`config.mk`:
```
export PLATFORM = sky130hd
export DESIGN_NAME = sbe_alu
export DESIGN_NICKNAME = d
export VERILOG_FILES = /design/src/rtl/core/sbe_pkg.sv /design/src/rtl/core/sbe_alu.sv
export SDC_FILE = /design/constraint.sdc
export NUM_CORES = 1
export LEC_CHECK = 0
export BUFFER_PORTS_ARGS = -buffer_cell sky130_fd_sc_hd__buf_4
export CORE_ASPECT_RATIO = 1.4
export CORE_MARGIN = 2
export CORE_UTILIZATION = 54
export DETAILED_ROUTE_END_ITERATION = 8
export GPL_TIMING_DRIVEN = 0
export PLACE_DENSITY = 0.81
export SYNTH_ARGS = -nofsm -noshare
export SYNTH_HDL_FRONTEND = slang
export SYNTH_SLANG_ARGS = --single-unit
```
`constraint.sdc`:
```
create_clock -name aclk -period 6.2 [get_ports aclk]
set_input_delay 0.62 -clock aclk [delete_from_list [all_inputs] [get_ports aclk]]
set_output_delay 0.62 -clock aclk [all_outputs]
set_load 0.05 [all_outputs]
```
`src/rtl/core/sbe_pkg.sv`:
```
`default_nettype none

package sbe_pkg;

    localparam int STACK_DEPTH = 16;
    localparam int POOL_DEPTH  = 256;

    localparam int STACK_AW = $clog2(STACK_DEPTH);
    localparam int CNT_W    = $clog2(STACK_DEPTH + 1);
    localparam int POOL_AW  = $clog2(POOL_DEPTH);

    localparam int OPC_W  = 3;
    localparam int IDX_W  = 8;
    localparam int Q_W    = 32;
    localparam int STAT_W = 3;

    localparam logic [CNT_W-1:0] STACK_FULL = CNT_W'(STACK_DEPTH);
    localparam logic [IDX_W:0]   POOL_LIM   = POOL_DEPTH[IDX_W:0];

    // instruction codes
    localparam logic [OPC_W-1:0] OP_PUSH = 3'd1;
    localparam logic [OPC_W-1:0] OP_ADD  = 3'd2;
    localparam logic [OPC_W-1:0] OP_DIV  = 3'd3;
    localparam logic [OPC_W-1:0] OP_MUL  = 3'd4;
    localparam logic [OPC_W-1:0] OP_SUB  = 3'd5;
    localparam logic [OPC_W-1:0] OP_RET  = 3'd6;

    // result status codes
    localparam logic [STAT_W-1:0] ST_OK      = 3'd0;
    localparam logic [STAT_W-1:0] ST_UNDER   = 3'd1;
    localparam logic [STAT_W-1:0] ST_OVER    = 3'd2;
    localparam logic [STAT_W-1:0] ST_DIVZERO = 3'd3;
    localparam logic [STAT_W-1:0] ST_BADOP   = 3'd4;

    localparam int MUL_STEPS = 32;
    localparam int DIV_STEPS = 48;
    localparam int STEP_W    = 6;

    localparam logic [Q_W-1:0] Q_MAX = 32'h7FFF_FFFF;
    localparam logic [Q_W-1:0] Q_MIN = 32'h8000_0000;

    typedef struct packed {
        logic             start;
        logic [OPC_W-1:0] opcode;
    } alu_ctl_t;

    typedef struct packed {
        logic           done;
        logic           sat;
        logic [Q_W-1:0] value;
    } alu_rsp_t;

endpackage

`default_nettype wire

```
`src/rtl/core/sbe_alu.sv`:
```
`default_nettype none

module sbe_alu (
    input  wire logic                       aclk,
    input  wire logic                       aresetn,
    input  wire sbe_pkg::alu_ctl_t          ctl,
    input  wire logic [sbe_pkg::Q_W-1:0]    opa,
    input  wire logic [sbe_pkg::Q_W-1:0]    opb,
    output sbe_pkg::alu_rsp_t               rsp
);

    localparam logic [1:0] A_IDLE  = 2'd0;
    localparam logic [1:0] A_LOOP  = 2'd1;
    localparam logic [1:0] A_ROUND = 2'd2;
    localparam logic [1:0] A_CLAMP = 2'd3;

    logic [1:0]                 st_reg,   st_next;
    logic                       mul_reg,  mul_next;
    logic                       neg_reg,  neg_next;
    logic [sbe_pkg::STEP_W-1:0] cnt_reg,  cnt_next;
    logic [31:0]                hi_reg,   hi_next;
    logic [47:0]                lo_reg,   lo_next;
    logic [31:0]                opd_reg,  opd_next;
    logic [47:0]                mag_reg,  mag_next;
    logic [31:0]                val_reg,  val_next;
    logic                       sat_reg,  sat_next;
    logic                       done_reg, done_next;

    logic [31:0] mag_a, mag_b;
    logic [32:0] addsub;
    logic [32:0] msum;
    logic [33:0] trial;
    logic [47:0] prod_q;
    logic        rnd;

    assign mag_a  = opa[31] ? 32'(-opa) : opa;
    assign mag_b  = opb[31] ? 32'(-opb) : opb;
    assign addsub = (ctl.opcode == sbe_pkg::OP_SUB) ?
                    ({opa[31], opa} - {opb[31], opb}) :
                    ({opa[31], opa} + {opb[31], opb});
    assign msum   = {1'b0, hi_reg} + (lo_reg[0] ? {1'b0, opd_reg} : 33'd0);
    assign trial  = {1'b0, hi_reg, lo_reg[47]} - {2'b00, opd_reg};
    assign prod_q = {hi_reg, lo_reg[31:16]};
    assign rnd    = neg_reg && (lo_reg[15:0] != 16'd0);

    always_comb begin
        st_next   = st_reg;
        mul_next  = mul_reg;
        neg_next  = neg_reg;
        cnt_next  = cnt_reg;
        hi_next   = hi_reg;
        lo_next   = lo_reg;
        opd_next  = opd_reg;
        mag_next  = mag_reg;
        val_next  = val_reg;
        sat_next  = sat_reg;
        done_next = 1'b0;
        unique case (st_reg)
            A_IDLE: begin
                if (ctl.start) begin
                    neg_next = opa[31] ^ opb[31];
                    hi_next  = 32'd0;
                    if (ctl.opcode == sbe_pkg::OP_MUL) begin
                        mul_next = 1'b1;
                        opd_next = mag_a;
                        lo_next  = {16'd0, mag_b};
                        cnt_next = sbe_pkg::STEP_W'(sbe_pkg::MUL_STEPS - 1);
                        st_next  = A_LOOP;
                    end else if (ctl.opcode == sbe_pkg::OP_DIV) begin
                        mul_next = 1'b0;
                        opd_next = mag_b;
                        lo_next  = {mag_a, 16'd0};
                        cnt_next = sbe_pkg::STEP_W'(sbe_pkg::DIV_STEPS - 1);
                        st_next  = A_LOOP;
                    end else begin
                        done_next = 1'b1;
                        if (addsub[32] != addsub[31]) begin
                            sat_next = 1'b1;
                            val_next = addsub[32] ? sbe_pkg::Q_MIN : sbe_pkg::Q_MAX;
                        end else begin
                            sat_next = 1'b0;
                            val_next = addsub[31:0];
                        end
                    end
                end
            end
            A_LOOP: begin
                if (mul_reg) begin
                    hi_next = msum[32:1];
                    lo_next = {16'd0, msum[0], lo_reg[31:1]};
                end else if (!trial[33]) begin
                    hi_next = trial[31:0];
                    lo_next = {lo_reg[46:0], 1'b1};
                end else begin
                    hi_next = {hi_reg[30:0], lo_reg[47]};
                    lo_next = {lo_reg[46:0], 1'b0};
                end
                cnt_next = cnt_reg - sbe_pkg::STEP_W'(1);
                if (cnt_reg == '0) begin
                    st_next = A_ROUND;
                end
            end
            A_ROUND: begin
                mag_next = mul_reg ? (prod_q + 48'(rnd)) : lo_reg;
                st_next  = A_CLAMP;
            end
            A_CLAMP: begin
                done_next = 1'b1;
                st_next   = A_IDLE;
                if (neg_reg) begin
                    sat_next = (mag_reg > 48'h0000_8000_0000);
                    val_next = sat_next ? sbe_pkg::Q_MIN : 32'(-mag_reg[31:0]);
                end else begin
                    sat_next = (mag_reg > 48'h0000_7FFF_FFFF);
                    val_next = sat_next ? sbe_pkg::Q_MAX : mag_reg[31:0];
                end
            end
            default: st_next = A_IDLE;
        endcase
    end

    always_ff @(posedge aclk) begin
        if (!aresetn) begin
            st_reg   <= A_IDLE;
            done_reg <= 1'b0;
        end else begin
            st_reg   <= st_next;
            done_reg <= done_next;
        end
        mul_reg <= mul_next;
        neg_reg <= neg_next;
        cnt_reg <= cnt_next;
        hi_reg  <= hi_next;
        lo_reg  <= lo_next;
        opd_reg <= opd_next;
        mag_reg <= mag_next;
        val_reg <= val_next;
        sat_reg <= sat_next;
    end

    assign rsp.done  = done_reg;
    assign rsp.sat   = sat_reg;
    assign rsp.value = val_reg;

endmodule

`default_nettype wire

```
After elaboration in Yosys (flattened, before gate mapping) --
Cells that the tools add are included.
Word-level totals: bits in registers 204, word-level logic and storage cells 94, bits of input ports 70, output and inout bits 34
Cells by class: muxes and demuxes 46, add/sub/neg operators 9, eq/ne operators 12, bitwise gates (word level) 1, reduce and logical (&&, ||, !) cells 13, order comparisons 2
Operators with widths (count):
- two-way mux 32 bit | 16
- two-way mux 48 bit | 5
- one-hot mux 32 bit (2 select lines) | 2
- negation 32 bit | 3
- one-hot mux 48 bit (2 select lines) | 1
- adder 32 x 32 -> 33 bit | 2
- adder 48 x 1 -> 48 bit | 1
- greater-than comparator 48 x 31 -> 1 bit, second input constant | 1
- greater-than comparator 48 x 32 -> 1 bit, second input constant | 1
- subtractor 33 x 32 -> 34 bit | 1
- two-way mux 33 bit | 1
- subtractor 32 x 32 -> 33 bit | 1
- two-way mux 6 bit | 3
- nonzero test 16 bit | 1
- one-hot mux 6 bit (2 select lines) | 1
- two-way mux 1 bit | 10
- AND reduction 3 bit | 3
- two-way mux 2 bit | 4
- inequality test 2 bit, second input constant | 4
- one-hot mux 2 bit (4 select lines) | 1
- == test 3 bit, second input constant | 2
- logical NOT 6 bit | 1
- nonzero test 2 bit | 3
- subtractor 6 x 1 -> 6 bit, second input constant | 1
- other kinds (11) | 14

Depth between registers and ports, before layout --
Gate-level depths: netlist of run 1.
word-level depth 8, mapped depth 21, depth with buffers taken out 18

Worst setup path after synthesis of run 1 --
No wires, ideal clock.
kind input -> register, start input port opb[10] (netlist name), end register val_reg[23] (data pin), library setup time 0.146 ns, arrival time 4.931 ns, slack 1.123 ns, data required time 6.054 ns, buffers on the path 2, stages 17, cell sequence clkbuf_1 -> or4_1 -> nand2b_1 -> nor4_1 -> or3b_2 -> o21ai_0 -> xor2_1 -> ha_1 -> a21o_1 -> a21o_1 -> a21o_1 -> a211o_1 -> a211oi_1 -> nand3b_1 -> clkbuf_1 -> nand2_1 -> a21oi_1
Between the ends: word-level cells in the longest chain between the ends 8
Ends and longest elaborated chain:
- start, declared | RTL line sbe_alu.sv:8 | input wire logic [sbe_pkg::Q_W-1:0] opb,
- adder 32 x 32 -> 33 bit / subtractor 32 x 32 -> 33 bit (equally long branches) | RTL line sbe_alu.sv:40, sbe_alu.sv:39
- two-way mux 33 bit (*) | RTL line sbe_alu.sv:38 | assign addsub = (ctl.opcode == sbe_pkg::OP_SUB) ?
- two-way mux 32 bit / inequality test 1 bit (equally long branches) | RTL line sbe_alu.sv:79, sbe_alu.sv:77
- two-way mux 32 bit (*) | RTL line sbe_alu.sv:77 | if (addsub[32] != addsub[31]) begin
- two-way mux 32 bit (*) | RTL line sbe_alu.sv:69 | end else if (ctl.opcode == sbe_pkg::OP_DIV) begin
- two-way mux 32 bit (*) | RTL line sbe_alu.sv:63 | if (ctl.opcode == sbe_pkg::OP_MUL) begin
- two-way mux 32 bit (*) | RTL line sbe_alu.sv:60 | if (ctl.start) begin
- one-hot mux 32 bit (2 select lines) (*) | RTL line sbe_alu.sv:58 | unique case (st_reg)
- via val_next[23] | RTL line sbe_alu.sv:25 | logic [31:0] val_reg, val_next;
- end signal, assigned | RTL line sbe_alu.sv:137 | val_reg <= val_next;
- end, declared | RTL line sbe_alu.sv:25
Mark *: on every way through the listed nets, which the timed path passes. The rest lies on a longest branch. The select of a mux whose other input is x is not followed. A chain may end at the register's enable or synchronous reset.

Worst setup path after layout of run 1 --
start input port opb[5] (netlist name), end register val_reg[22] (data pin)
The elaborated chain is that of the path after synthesis.

==> results of run 1 <==
repair_timing:
item	in CTS	in global routing
setup endpoints to repair	27	27
pin swaps	0	1
buffers inserted	0	1
gates resized for setup	2	2
endpoints found under the hold margin	0	0
power by group:
part	switching, uW	leakage [uW]	internal, uW	total [uW]
Combinational	2300	0.00587	1250	3560
Clock	562	0.000304	702	1260
Sequential	290	0.00190	1940	2230
Total	3160	0.00807	3890	7050
metrics by stage:
stage               hold slack, ns  setup TNS (ns)  util [%]  setup WS (ns)
CTS                          0.353               0      61.0         0.0662
global placement             0.546          -20.57      58.7         -0.822
floorplan                    0.523               0         -           1.12
detailed placement           0.549          -23.68      59.0         -0.918
global route                 0.356               0      61.1         0.0793
finish                       0.355               0      61.1          0.507
layer usage:
layer | vias to the layer above | wire length, um | share of wire, % | global-route usage [%]
met5 | - | 15 | 0.022 | 0
met3 | 248 | 4580 | 6.8 | 4.28
met4 | 2 | 5390 | 8.1 | 27.0
met1 | 8313 | 24000 | 36 | 41.4
li1 | 8196 | - | - | -
met2 | 895 | 32800 | 49 | 64.3
cell families (layout without fill, tap and decap cells):
family | after synthesis | in the layout | synth area share [%]
xor+xnor | 201 | 201 | 9.62
mux | 71 | 71 | 3.92
flops | 204 | 204 | 33.3
simple gates | 724 | 724 | 19.2
compound gates | 641 | 641 | 22.3
other cells | 0 | 3 | 0
buf+inv | 192 | 327 | 4.00
fa+ha+maj | 111 | 111 | 7.70
cells in the final DEF (no fill, tap or decap), types with 73 or more instances in the layout:
cell type,synthesis,routed
a21oi_1,210,210
buf_4,2,98
clkbuf_1,96,99
edfxtp_1,201,201
ha_1,107,106
inv_1,79,79
nand2_1,223,222
nor2_1,182,182
o21ai_0,121,121
xnor2_1,73,73
xor2_1,128,128
final timing paths:
path                                    end  slack (ns)  depth (start not counted)
worst max register to register    hi_reg[2]        0.52                         12
worst min-delay path              st_reg[0]        0.35                          2
worst min register to register   lo_reg[37]        0.56                          2
worst max-delay path            val_reg[22]        0.51                         19
final cells by class:
type,instances,area (um^2),share of cell area [%]
multi-input combinational,1748,11500,56.6
timing repair buffer,100,801,3.93
clock buffer,24,537,2.64
clock inverter,11,106,0.523
sequential,204,6100,30.0
antenna,3,7.51,0.0369
inverter,81,304,1.49
tap,445,557,2.74
buffer,111,428,2.10
critical path, cell delays in order:
cell	delay, ns
clkbuf_1	0.18
nor3_1	0.38
nand4_1	0.37
or2_2	0.38
clkbuf_1	0.17
o31ai_1	0.50
xor2_1	0.16
ha_1	0.40
a21o_1	0.22
a311o_1	0.34
o211ai_1	0.10
a21oi_1	0.10
a311o_1	0.36
a221oi_2	0.52
nand2_1	0.26
a21oi_1	0.23
buf_2	0.27
buf_2	0.26
a21oi_1	0.10
==> results.py, run 1 <==
metrics = {
    "yosys": {
        "syn-cell-area_mm2": 0.0183,
        "ys_ff_latch": 204,
        "synth_most_common_cell": "nand2_1",
        "synth_fp_nets": 2324,
        "synthTopCellsByArea": "edfxtp_1 (33%), ha_1 (7.3%), xor2_1 (6.1%)",
        "synth_top_area_share_pct": 33.0,
        "avgSynthCellArea_um2": 8.53,
        "synth.largest_area_cell": "edfxtp_1",
        "ys_types": 78,
        "ys_warn_count": 0,
        "ys_seq_area_share_pct": 33.3,
        "async_reset_ff_share_pct": 0,
        "syn_inst": 2144,
        "synth_flop_cell": "edfxtp_1",
        "synth_enable_flop_cells": 201,
        "ys_top_cells_by_count": "nand2_1 (223), a21oi_1 (210), edfxtp_1 (201), nor2_1 (182), xor2_1 (128)",
    },
    "timing": {
        "fin_crit_sh_pct": 91.8,
        "worst_pin_slew_ns": 1.10,
        "report.final.slew_viol_count": 0,
        "fmax_mhz": 176,
        "slew_headroom_pct": 26.4,
        "fin_crit_ns": 5.69,
        "skew_ns": 0.0193,
        "setup_viol": 0,
        "grt_setup_unrepaired": "false",
        "timing_hold_violations_final": 0,
    },
    "global_route": {
        "grt_pass1_vias": 17400,
        "grt_max_degree": 38,
        "grt.total_usage_pct": 36.9,
        "grt_pass1_wl_um": 100000,
        "grt_antenna_before_repair": 3,
        "grt_overflow": 0,
    },
    "placed_design": {
        "dpl_cell_area_mm2": 0.0197,
        "dp_hpwl_um": 53300,
        "place_inst": 2688,
        "gp_congestion": 1.01,
        "io_buffers": 95,
    },
    "floorplan": {
        "die_area_mm2": 0.0354,
        "dieHeight_um": 222,
        "start_util_pct": 54.9,
        "rows": 79,
        "io_pins": 104,
        "core-area_mm2": 0.0333,
        "die_w_um": 160,
    },
    "power": {
        "vdd_drop_max_mv": 0.296,
        "p_leak_uw": 0.00807,
        "power_density_mw_per_mm2": 346,
        "fin_total_pwr_uw": 7050,
    },
    "layout": {
        "area_growth_pct": 11.2,
        "finalNonFillerCells": 2727,
        "fin_area_mm2": 0.0204,
        "nets": 2447,
        "nFillCells": 2984,
        "drive_gt1_share_pct": 7.37,
    },
    "routing": {
        "dr.pass1.iters": 5,
        "vias": 17700,
        "wl_per_cell_um": 24.5,
        "finalWirelength_um": 66900,
        "vias_per_cell": 6.47,
        "postRouteAntennaNets": 0,
        "drc": 0,
        "drt-initial-drc-count": 1690,
    },
    "worst_hold_path": {
        "hp-start": "aresetn",
        "hold_class": "input pin to register",
    },
    "critical_path": {
        "crit_path_start_kind": "input pin",
        "startpoint": "opb[5]",
        "path_max_fanout": 10,
        "r2r-start": "hi_reg[2]",
        "cp_data_required_time_ns": 6.44,
        "crit_arrival_ns": 5.94,
        "setup.worst_path.class": "input pin to register",
        "critPathCaptureType": "register",
    },
    "flow_run": {
        "maxCapViolCount": 0,
    },
    "clock_network": {
        "cts-root-buf": "clkbuf_16",
        "cts_sinks": 204,
        "clockBufferDepth": 3,
        "cts_tree": "yes",
        "clk_pin_slew_ns": 0.08,
        "clk_latency_ns": 0.52,
        "hold_buffers": 0,
        "cts_made_buffers": 21,
        "ctsHtreeMaxLevel": 1,
    },
    "outcome": {
        "status": "completed",
    },
}
(Power assumes the default switching activity.)
==> run 2, diff against run 1 <==
Settings changed: CORE_ASPECT_RATIO 1.4 to 1.1, SKIP_CTS_REPAIR_TIMING set to 1.
==> run 2 against run 1 <==
Non-clock buffer count is the same; register-to-register slack gained 0.32 ns; maximum frequency grew 0.86%; sequential power is essentially flat.
==> results.py, run 2 (synthesized netlist as in run 1, its figures left out) <==
metrics = {
    "clock_network": {
        "cts_made_buffers": 22,
        "clk_latency_ns": 0.53,
        "ctsHtreeMaxLevel": 1,
        "cts-root-buf": "clkbuf_16",
        "cts_tree": "yes",
        "clk_pin_slew_ns": 0.06,
        "clockBufferDepth": 3,
        "cts_sinks": 204,
    },
    "timing": {
        "holdWs_ns": 0.351,
        "grt_setup_unrepaired": "false",
        "slew_headroom_pct": 33.2,
        "setup_viol": 0,
        "report.final.slew_viol_count": 0,
        "fin_ws_ns": 0.555,
        "fmax_mhz": 177,
        "skew_ns": 0.0219,
        "timing_hold_violations_final": 0,
        "worst_pin_slew_ns": 0.977,
        "fin_crit_ns": 5.64,
        "fin_crit_sh_pct": 91.0,
    },
    "worst_hold_path": {
        "hold_class": "input pin to register",
        "whs_path_depth": 2,
    },
    "placed_design": {
        "place_inst": 2674,
        "dp_slack_ns": -0.643,
        "dp_hpwl_um": 50300,
        "gp_congestion": 1.04,
        "io_buffers": 95,
    },
    "floorplan": {
        "io_pins": 104,
        "die_area_mm2": 0.0354,
        "start_util_pct": 55.0,
        "die_w_um": 180,
        "core-area_mm2": 0.0333,
        "dieHeight_um": 197,
        "rows": 70,
    },
    "outcome": {
        "status": "completed",
    },
    "critical_path": {
        "cp.depth": 21,
        "r2r-start": "hi_reg[2]",
        "crit_path_start_kind": "input pin",
        "cp_cell_sequence": "buf_4 -> inv_1 -> ha_1 -> nor4b_2 -> nand3_1 -> nor3_1 -> nor2_1 -> xnor2_1 -> ha_1 -> clkbuf_1 -> nand2_1 -> nor4_1 -> o211ai_1 -> a31oi_1 -> o21ai_0 -> a211oi_4 -> nand3b_1 -> buf_12 -> clkbuf_1 -> nand2_1 -> a21oi_1",
        "r2r_setup_slack_ns": 0.84,
        "path_max_fanout": 10,
        "startpoint": "opb[0]",
        "worstSetupEndpoint": "val_reg[9]",
        "timing.rr.end": "hi_reg[29]",
        "critPathCaptureType": "register",
        "critical_path.slowest_cell": "a211oi_4",
        "cp_data_required_time_ns": 6.56,
        "cp.buffers_inverters": 5,
        "r2r_cells": 12,
        "setup.worst_path.class": "input pin to register",
        "critPathMaxStageDelay_ns": 0.48,
        "crit_arrival_ns": 6.00,
        "critPathTopFamily": "simple AND/OR/NAND/NOR gates",
    },
    "routing": {
        "drt-initial-drc-count": 2268,
        "vias_per_cell": 6.54,
        "wl_per_cell_um": 23.3,
        "dr.pass1.iters": 9,
        "drc": 0,
        "postRouteAntennaNets": 0,
        "vias": 17700,
        "finalWirelength_um": 63200,
    },
    "global_route": {
        "grt_max_degree": 43,
        "grt_overflow": 0,
        "grt.total_usage_pct": 34.5,
        "grt_pass1_wl_um": 95300,
        "grt_antenna_before_repair": 1,
        "grt_pass1_vias": 17000,
    },
    "layout": {
        "area_growth_pct": 11.4,
        "mostFrequentLayoutCells": "nand2_1 (222), a21oi_1 (210), edfxtp_1 (201), nor2_1 (182), xor2_1 (128)",
        "diodes": 0,
        "drive_gt1_share_pct": 7.62,
        "multi_input_area_mm2": 0.0115,
        "finalNonFillerCells": 2714,
        "final_common_cell": "nand2_1",
        "nFillCells": 2888,
        "seq_area_mm2": 0.00610,
        "final_util_pct": 61.2,
        "nets": 2448,
    },
    "flow_run": {
        "maxCapViolCount": 0,
    },
    "power": {
        "p_leak_uw": 0.00810,
        "power_density_mw_per_mm2": 345,
        "vdd_drop_max_mv": 0.349,
    },
}
run 2: cell count changes in the layout (fill, tap and decap cells not counted):
cell / change
clkinv_1: -2
inv_6: +1
diode_2: -3
bufinv_16: -1
clkinv_2: +2
clkbuf_16: +2
nor4_1: -1
nor4_2: +1
inv_8: +1
run 2: routing by layer:
| layer | global-route usage [%] | wire, um | up-vias |
|---|---|---|---|
| li1 | - | - | 8199 |
| met1 | 43.8 | 24500 | 8323 |
| met2 | 56.9 | 28900 | 1033 |
| met3 | 4.90 | 5770 | 185 |
| met4 | 19.7 | 3980 | 0 |
| met5 | 0 | 0 | - |
run 2: cell type report:
type	count	share of cell area, %
Timing Repair Buffer	100	3.93
Clock inverter	12	0.485
Sequential cell	204	29.9
Multi-Input combinational cell	1748	56.5
Clock buffer	26	2.88
Inverter	81	1.49
Tap cell	432	2.65
Buffer	111	2.10
run 2: worst min path at each step:
stage,start,slack (ns),end
2_1_floorplan,lo_reg[45],0.52,lo_reg[46]
3_3_place_gp,lo_reg[41],0.54,lo_reg[42]
3_5_place_dp,lo_reg[33],0.55,lo_reg[34]
4_1_cts,aresetn,0.34,st_reg[0]
5_1_grt,aresetn,0.35,st_reg[0]
6_report,aresetn,0.35,st_reg[0]
run 2: stage by stage:
step,instance area [um^2],TNS (ns),total power [uW]
6_report,20400,0,7020
5_1_grt,20400,0,7350
4_1_cts,20300,-1.66,6910
3_5_place_dp,19600,-14.41,5620
3_3_place_gp,19600,-14.69,5540
2_1_floorplan,18300,0,4560
run 2: worst reg2reg max path: stages, from the launching register on:
cell and delay, ns:
edfxtp_1 0.52, ha_1 0.39, o21a_1 0.15, o31ai_1 0.14, a2111oi_0 0.88, o21bai_1 0.27, a21oi_1 0.42, o2111ai_1 0.42
nand3_1 0.21, clkbuf_1 0.57, clkbuf_1 0.67, mux2i_1 0.30, o32ai_1 0.12
run 2: power breakdown:
part	total (uW)	switching, uW	internal, uW
Combinational	3510	2260	1250
Sequential	2230	293	1940
Clock	1280	563	721
==> run 3, diff against run 2 <==
Settings changed: CORE_ASPECT_RATIO 1.1 to not set.
==> run 3 against run 2 <==
Core utilization decreased by 0.091 points; worst hold slack got worse by 0.014 ns; via count up 1.5%; combinational power barely moved; final cell count rose by 0.70%; critical path depth down 2; first-iteration DRC count is 13% higher; largest cell class unchanged; highest routed layer unchanged.
==> results.py, run 3 (synthesized netlist as in run 1, its figures left out) <==
metrics = {
    "power": {
        "power_frac_clock_pct": 20.1,
        "p_sw_uw": 3170,
        "p_leak_uw": 0.00812,
        "p_int_uw": 4020,
        "vdd_drop_max_mv": 0.194,
        "pwr-share-seq_pct": 31.3,
        "switching_share_pct": 44.1,
        "fin_total_pwr_uw": 7190,
        "comb_power_share_pct": 48.6,
        "power_density_mw_per_mm2": 352,
    },
    "clock_network": {
        "cts_sinks": 204,
        "clk_latency_ns": 0.54,
        "clk_pin_slew_ns": 0.06,
        "cts_tree": "yes",
        "ctsHtreeMaxLevel": 1,
        "cts-root-buf": "clkbuf_16",
        "clockBufferDepth": 3,
        "cts_made_buffers": 24,
    },
    "placed_design": {
        "dp_hpwl_um": 51700,
        "io_buffers": 95,
        "gp_congestion": 1.07,
    },
    "critical_path": {
        "r2r_setup_slack_ns": 0.81,
        "critPathCaptureType": "register",
        "path_max_fanout": 10,
        "cp_data_required_time_ns": 6.46,
        "crit_path_start_kind": "input pin",
        "crit_arrival_ns": 6.07,
        "setup.worst_path.class": "input pin to register",
    },
    "timing": {
        "setup_viol": 0,
        "timing_hold_violations_final": 0,
        "worst_pin_slew_ns": 0.967,
        "fin_crit_ns": 5.80,
        "report.final.slew_viol_count": 0,
        "fin_crit_sh_pct": 93.6,
        "slew_headroom_pct": 35.3,
        "grt_setup_unrepaired": "false",
        "fmax_mhz": 172,
        "holdWs_ns": 0.338,
        "skew_ns": 0.0243,
    },
    "global_route": {
        "grt_max_degree": 40,
        "grt_overflow": 0,
        "grt_antenna_before_repair": 0,
        "grt.total_usage_pct": 35.8,
        "grt_pass1_vias": 16800,
        "grt_pass1_wl_um": 98200,
    },
    "layout": {
        "mostFrequentLayoutCells": "nand2_1 (222), a21oi_1 (210), edfxtp_1 (201), nor2_1 (182), xor2_1 (128)",
        "drive_gt1_share_pct": 7.48,
        "nFillCells": 2919,
        "seq_area_mm2": 0.00610,
        "multi_input_area_mm2": 0.0115,
        "nets": 2448,
        "final_common_cell": "nand2_1",
        "diodes": 0,
        "area_growth_pct": 11.8,
    },
    "floorplan": {
        "io_pins": 104,
        "die_area_mm2": 0.0354,
        "start_util_pct": 54.7,
        "rows": 67,
        "die_w_um": 188,
        "core-area_mm2": 0.0334,
        "dieHeight_um": 188,
    },
    "worst_hold_path": {
        "hold_class": "input pin to register",
    },
    "routing": {
        "postRouteAntennaNets": 0,
        "wl_per_cell_um": 23.9,
        "finalWirelength_um": 65200,
        "vias": 18000,
        "drc": 0,
        "drt-initial-drc-count": 2570,
        "vias_per_cell": 6.59,
        "dr.pass1.iters": 8,
    },
    "outcome": {
        "status": "completed",
    },
    "flow_run": {
        "maxCapViolCount": 0,
    },
}
## run 3: per-stage QoR
step                setup slack [ns]  setup TNS, ns  cells  utilization (%)  area (um^2)
floorplan                       1.12              0   2144                -        18300
detailed placement            -0.320          -5.85   2690             58.8        19700
CTS                            0.204              0   2733             61.1        20400
global route                 0.00410              0   2733             61.1        20400
finish                         0.396              0   2733             61.1        20400
global placement              -0.313          -5.62   2687             58.5        19600
## run 3: cell type report
class / count / share of cell area (%)
buffer: 111 / 2.09
clock buffer: 30 / 3.05
inverter: 81 / 1.49
sequential: 204 / 29.8
tap: 448 / 2.74
clock inverter: 13 / 0.753
timing repair buffer: 98 / 3.78
multi-input combinational: 1748 / 56.3
## run 3: worst max-delay path: stages
cell,delay (ns)
buf_4,0.14
inv_1,0.15
ha_1,0.24
nor4b_1,0.48
nand3_1,0.40
nor3_1,0.68
nor2_1,0.14
xnor2_1,0.20
ha_1,0.26
clkbuf_1,0.20
a21o_1,0.21
a21oi_1,0.18
or3b_2,0.49
o21ai_0,0.49
a211oi_4,0.21
nand3b_1,0.40
clkbuf_1,0.32
nand2_1,0.12
o21ai_0,0.12
## run 3: power by group through the flow
stage | logic (uW) | registers, uW | clock network (uW)
5_1_grt | 3760 | 2270 | 1480
3_3_place_gp | 3260 | 2270 | 0
4_1_cts | 3390 | 2240 | 1440
2_1_floorplan | 2200 | 2350 | 0
3_5_place_dp | 3370 | 2260 | 0
6_report | 3500 | 2250 | 1440
## run 3: final timing paths
check	cells after the start	start	endpoint
max	19	opb[0]	val_reg[0]
min	2	aresetn	st_reg[0]
max reg2reg	12	hi_reg[2]	hi_reg[29]
min reg2reg	2	lo_reg[44]	lo_reg[45]
## run 3: routing by layer
layer | wire length, um | share of wire (%) | GRT usage, %
met5 | 0 | 0 | 0
met4 | 1950 | 3.0 | 10.1
met3 | 6420 | 9.8 | 6.20
met2 | 29600 | 45 | 57.2
met1 | 27200 | 42 | 49.8
